<file path="src/rtl/core/nne_pkg.sv">
// Shared types and constants for the NAND network evaluator.
// Holds the request and result payloads, operation and status codes, the controller
// state type and the command and status structs between controller and datapath.
package nne_pkg;

   localparam int OP_W       = 3;
   localparam int CSR_W      = 7;
   localparam int EXAMPLE_W  = 16;
   localparam int EXIDX_W    = 4;
   localparam int TARGET_W   = 64;
   localparam int MAX_OUTPUTS = 64;

   typedef enum logic [OP_W-1:0] {
      OP_MOVE       = 3'd0,
      OP_REVERT     = 3'd1,
      OP_REVERT_ALL = 3'd2,
      OP_CLEAR      = 3'd3,
      OP_EVAL       = 3'd4
   } nne_op_type;

   typedef enum logic [1:0] {
      ST_OK     = 2'd0,
      ST_EMPTY  = 2'd1,
      ST_REJECT = 2'd2
   } nne_status_type;

   typedef enum logic [2:0] {
      S_IDLE,
      S_DISPATCH,
      S_MOVE_WR,
      S_REV_RD,
      S_REV_WR,
      S_EV_RUN,
      S_EV_FIN,
      S_EV_OUT
   } nne_state_type;

   typedef struct packed {
      logic [OP_W-1:0]      operation;
      logic [7:0]           gate_index;
      logic                 input_select;
      logic [8:0]           source_node;
      logic [EXAMPLE_W-1:0] example_inputs;
      logic [TARGET_W-1:0]  target_bits;
   } nne_req_type;

   typedef struct packed {
      logic [TARGET_W-1:0] output_bits;
      logic [TARGET_W-1:0] error_bits;
      logic                all_correct;
      logic [1:0]          status;
   } nne_rsp_type;

   // Commands from the controller to the datapath.
   typedef struct packed {
      logic           load;
      logic           move_read;
      logic           move_write;
      logic           stack_read;
      logic           revert_write;
      logic           clear;
      logic           eval_start;
      logic           eval_finish;
      logic           respond;
      logic           rsp_eval;
      nne_status_type rsp_status;
   } nne_cmd_type;

   // Status from the datapath to the controller.
   typedef struct packed {
      logic [OP_W-1:0] op;
      logic            move_ok;
      logic            stack_empty;
      logic            last_entry;
      logic            eval_done;
   } nne_stat_type;

endpackage

</file>
<file path="src/rtl/core/nne_ctrl.sv">
// Controller state machine of the NAND network evaluator.
// Depends on nne_pkg; drives commands into nne_datapath and reads its status.
module nne_ctrl (
   input  logic                 clock,
   input  logic                 reset,
   input  logic                 start,
   output logic                 busy,
   input  nne_pkg::nne_stat_type stat,
   output nne_pkg::nne_cmd_type  cmd
);
   import nne_pkg::*;

   nne_state_type state_ff, state_in;

   always_ff @(posedge clock) begin
      if (reset) begin
         state_ff <= S_IDLE;
      end else begin
         state_ff <= state_in;
      end
   end

   always_comb begin
      state_in = state_ff;
      unique case (state_ff)
         S_IDLE: begin
            if (start) begin
               state_in = S_DISPATCH;
            end
         end
         S_DISPATCH: begin
            unique case (stat.op)
               OP_MOVE:       state_in = stat.move_ok ? S_MOVE_WR : S_IDLE;
               OP_REVERT,
               OP_REVERT_ALL: state_in = stat.stack_empty ? S_IDLE : S_REV_RD;
               OP_EVAL:       state_in = S_EV_RUN;
               default:       state_in = S_IDLE;
            endcase
         end
         S_MOVE_WR: state_in = S_IDLE;
         S_REV_RD:  state_in = S_REV_WR;
         S_REV_WR: begin
            if (stat.op == OP_REVERT_ALL && !stat.last_entry) begin
               state_in = S_REV_RD;
            end else begin
               state_in = S_IDLE;
            end
         end
         S_EV_RUN: begin
            if (stat.eval_done) begin
               state_in = S_EV_FIN;
            end
         end
         S_EV_FIN: state_in = S_EV_OUT;
         S_EV_OUT: state_in = S_IDLE;
         default:  state_in = S_IDLE;
      endcase
   end

   always_comb begin
      cmd            = '0;
      cmd.rsp_status = ST_OK;
      busy           = (state_ff != S_IDLE);
      unique case (state_ff)
         S_IDLE: begin
            cmd.load = start;
         end
         S_DISPATCH: begin
            unique case (stat.op)
               OP_MOVE: begin
                  if (stat.move_ok) begin
                     cmd.move_read = 1'b1;
                  end else begin
                     cmd.respond    = 1'b1;
                     cmd.rsp_status = ST_REJECT;
                  end
               end
               OP_REVERT: begin
                  if (stat.stack_empty) begin
                     cmd.respond    = 1'b1;
                     cmd.rsp_status = ST_EMPTY;
                  end
               end
               OP_REVERT_ALL: begin
                  cmd.respond = stat.stack_empty;
               end
               OP_CLEAR: begin
                  cmd.clear   = 1'b1;
                  cmd.respond = 1'b1;
               end
               OP_EVAL: begin
                  cmd.eval_start = 1'b1;
               end
               default: begin
                  cmd.respond = 1'b1;
               end
            endcase
         end
         S_MOVE_WR: begin
            cmd.move_write = 1'b1;
            cmd.respond    = 1'b1;
         end
         S_REV_RD: begin
            cmd.stack_read = 1'b1;
         end
         S_REV_WR: begin
            cmd.revert_write = 1'b1;
            cmd.respond      = !(stat.op == OP_REVERT_ALL && !stat.last_entry);
         end
         S_EV_RUN: begin
         end
         S_EV_FIN: begin
            cmd.eval_finish = 1'b1;
         end
         S_EV_OUT: begin
            cmd.respond  = 1'b1;
            cmd.rsp_eval = 1'b1;
         end
         default: begin
         end
      endcase
   end

endmodule

</file>
<file path="config.mk">
export PLATFORM = sky130hd
export DESIGN_NAME = nne_ctrl
export DESIGN_NICKNAME = d
export VERILOG_FILES = /design/src/rtl/core/nne_pkg.sv /design/src/rtl/core/nne_ctrl.sv
export SDC_FILE = /design/constraint.sdc
export NUM_CORES = 1
export LEC_CHECK = 0
export ABC_AREA = 1
export BUFFER_PORTS_ARGS = -buffer_cell sky130_fd_sc_hd__buf_2
export CORE_AREA = 2 2 39 41
export CTS_CLUSTER_SIZE = 8
export DETAILED_ROUTE_END_ITERATION = 16
export DIE_AREA = 0 0 41 43
export GPL_TIMING_DRIVEN = 0
export PLACE_DENSITY = 0.56
export SYNTH_ARGS = -nofsm -noshare
export SYNTH_HDL_FRONTEND = slang
export SYNTH_SLANG_ARGS = --single-unit
</file>
<file path="constraint.sdc">
create_clock -name clock -period 2.8 [get_ports clock]
set_clock_uncertainty 0.15 [all_clocks]
set_input_delay 0.28 -clock clock [delete_from_list [all_inputs] [get_ports clock]]
set_output_delay 0.28 -clock clock [all_outputs]
set_load 0.03 [all_outputs]
</file>
==> flow_metrics.py <==
metrics = {
    "outcome": {
        "outcome": "finished, final reports clean",
    },
    "drt": {
        "ant_nets": 0,
        "drc_errors": 0,
        "finalWirelength_um": 884,
        "drt-initial-drc-count": 4,
        "first_pass_iters": 4,
        "wire_per_inst_um": 8.185,
        "vias": 487,
        "viasPerCell": 4.509,
    },
    "setup_path": {
        "r2r_end": "state_ff[1]",
        "path_class": "flop to primary output",
        "worst-r2r-setup-slack_ns": 1.55,
        "arrival_ns": 1.40,
        "cp-start-kind": "flop",
        "crit_required_ns": 2.37,
        "end_kind": "primary output",
        "worstRegToRegCells": 7,
        "reg2reg_from": "state_ff[1]",
        "path_max_fanout": 5,
        "critPathLaunch": "state_ff[0]",
    },
    "floorplanning": {
        "rows": 14,
        "dieArea_mm2": 0.001763,
        "initial_core_util_pct": 26.40,
        "die_x_um": 41,
        "core_mm2": 0.001384,
        "die_h_um": 43,
        "ios": 23,
    },
    "grt": {
        "grt_max_degree": 8,
        "overflow": 0,
        "first_global_vias": 397,
        "globalRouteTotalUtil_pct": 11.03,
        "grt_antenna_before_repair": 0,
        "grt_first_pass_wirelength_um": 1407,
    },
    "layout": {
        "top_register": "state_ff",
        "diodes": 0,
        "final_common_cell": "buf_2",
        "layout_common_cells": "buf_2, nand2_1, inv_1",
        "largest_register_ffs": 3,
        "nets": 103,
        "fin_cells": 108,
        "drive_above_1_share_pct": 39.13,
        "top_regs": "state_ff (3)",
        "area_growth_pct": 42.81,
        "final_area_um2": 521.8,
    },
    "synthesis": {
        "ys_seq_area_share_pct": 16.44,
        "syn_area_per_cell_um2": 5.536,
        "synth.ff_latch_count": 3,
        "syn_inst": 66,
        "syn-cell-area_um2": 365.4,
        "yosysUniqueCellTypes": 18,
        "yosys_warnings": 0,
        "synth_fp_nets": 76,
    },
    "clock_network": {
        "ctsResizeCount": 0,
        "htreeDepth": 1,
        "tritoncts": "done",
        "clock_path_buffers": 2,
        "postCtsHoldBufs": 0,
        "post-cts-setup-buffers": 0,
        "clock_sinks": 3,
        "cts-root-buf": "clkbuf_4",
        "clk_latency_ns": 0.23,
        "cts-buffers-inserted": 3,
        "clkTransAtPathRegs_ns": 0.04,
    },
    "timing": {
        "setup_viol": 0,
        "finalCritPeriodShare_pct": 65.47,
        "worstMarginPinSlew_ns": 0.3114,
        "fmax_ghz": 0.5455,
        "fin_setup_tns_ns": 0,
        "min_period_ns": 1.833,
        "finalHoldViolCount": 0,
        "finalMaxSlewViolations": 0,
        "rsz0062_at_grt": "no",
        "setup_ws_ns": 0.9669,
        "maxSlewHeadroom_pct": 79.21,
    },
    "power": {
        "p_switching_uw": 62.76,
        "leakage_uw": 0.0003418,
        "p_total_uw": 179.8,
        "power_density_mw_per_mm2": 344.6,
        "p_sw_share_pct": 34.90,
        "ir_drop_mv": 0.1555,
        "combPwrFrac_pct": 31.9,
        "seq_power_share_pct": 26.5,
        "clock_power_share_pct": 41.6,
        "p_int_uw": 117.0,
    },
    "placement": {
        "pre_cts_ws_ns": 1.188,
        "post-dp-hpwl_um": 772.7,
        "io_buffer_count": 22,
        "place_inst": 104,
        "placed_area_um2": 495.5,
        "routabilityCongestion": 0.7184,
    },
    "flow_run": {
        "maxCapViolCount": 0,
    },
    "worst_hold_path": {
        "hp-class": "input pin to flop",
        "worstHoldStart": "reset",
        "hold_depth": 2,
        "min_delay_worst_endpoint": "state_ff[2]",
    },
}
## layout make-up
class	count	area, µm²
Timing Repair Buffer	22	110.1
Fill cell	152	862.1
Inverter	17	63.81
Tap cell	16	20.02
Multi-Input combinational cell	46	241.5
Sequential cell	3	60.06
Clock buffer	4	26.28
## stage by stage
step                utilization, %  hold WS (ns)
floorplan                        -        0.1969
global placement             35.80        0.3281
detailed placement           35.80        0.3270
CTS                          37.70       0.08814
global route                 37.70        0.1007
finish                       37.70       0.08869
## cells in the mapped netlist
master | instances | area, µm²
a211oi_1 | 1 | 7.510
a21oi_1 | 3 | 15.01
dfxtp_1 | 3 | 60.06
inv_1 | 12 | 45.04
inv_2 | 5 | 18.77
nand2_1 | 13 | 48.80
nand2_2 | 1 | 6.260
nand3_1 | 7 | 35.03
nand3_2 | 2 | 20.02
nand4_1 | 2 | 12.51
nor2_1 | 7 | 26.28
nor2_2 | 1 | 6.260
nor3_1 | 3 | 15.01
nor3_4 | 1 | 16.27
nor4_1 | 1 | 6.260
o21ai_0 | 2 | 10.01
o21ai_2 | 1 | 8.760
o21bai_1 | 1 | 7.510
## how the worst max path moves through the flow
stage / endpoint / slack, ns / cells past startpoint
after floorplan: cmd[6] / 0.77 / 4
after global placement: cmd[6] / 1.18 / 5
after detailed placement: cmd[3] / 1.19 / 7
after CTS: cmd[6] / 0.95 / 5
after global routing: cmd[3] / 0.86 / 6
final: cmd[6] / 0.97 / 5
## power groups by stage
stage	clock network [µW]	logic, µW	registers (µW)
3_3_place_gp	0	57.5	48.4
3_5_place_dp	0	57.9	48.4
6_report	74.9	57.3	47.7
2_1_floorplan	0	39.4	47.8
5_1_grt	79.4	64.5	48.0
4_1_cts	76.7	58.0	47.7
## routing by layer
metal	wire, µm	GRT usage, %	share of wire [%]
met1	406	14.10	46
met4	10	4.000	1.1
met5	0	0	0
met3	55	1.571	6.2
met2	410	17.81	46
## critical path, stage by stage (launching register included)
cell     delay (ns)
dfxtp_1        0.40
inv_2          0.10
nor3_4         0.20
inv_2          0.09
nor4_1         0.15
buf_2          0.24
## cells by family (layout without fill, tap and decap cells)
| group | Yosys count | count (layout) | synth area share, % |
|---|---|---|---|
| AOI/OAI and AO/OA | 8 | 8 | 13.36 |
| DFF | 3 | 3 | 16.44 |
| and+or+nand+nor | 38 | 38 | 52.74 |
| buffers and inverters | 17 | 43 | 17.47 |
Note: power is estimated with default switching activity, not from simulation.
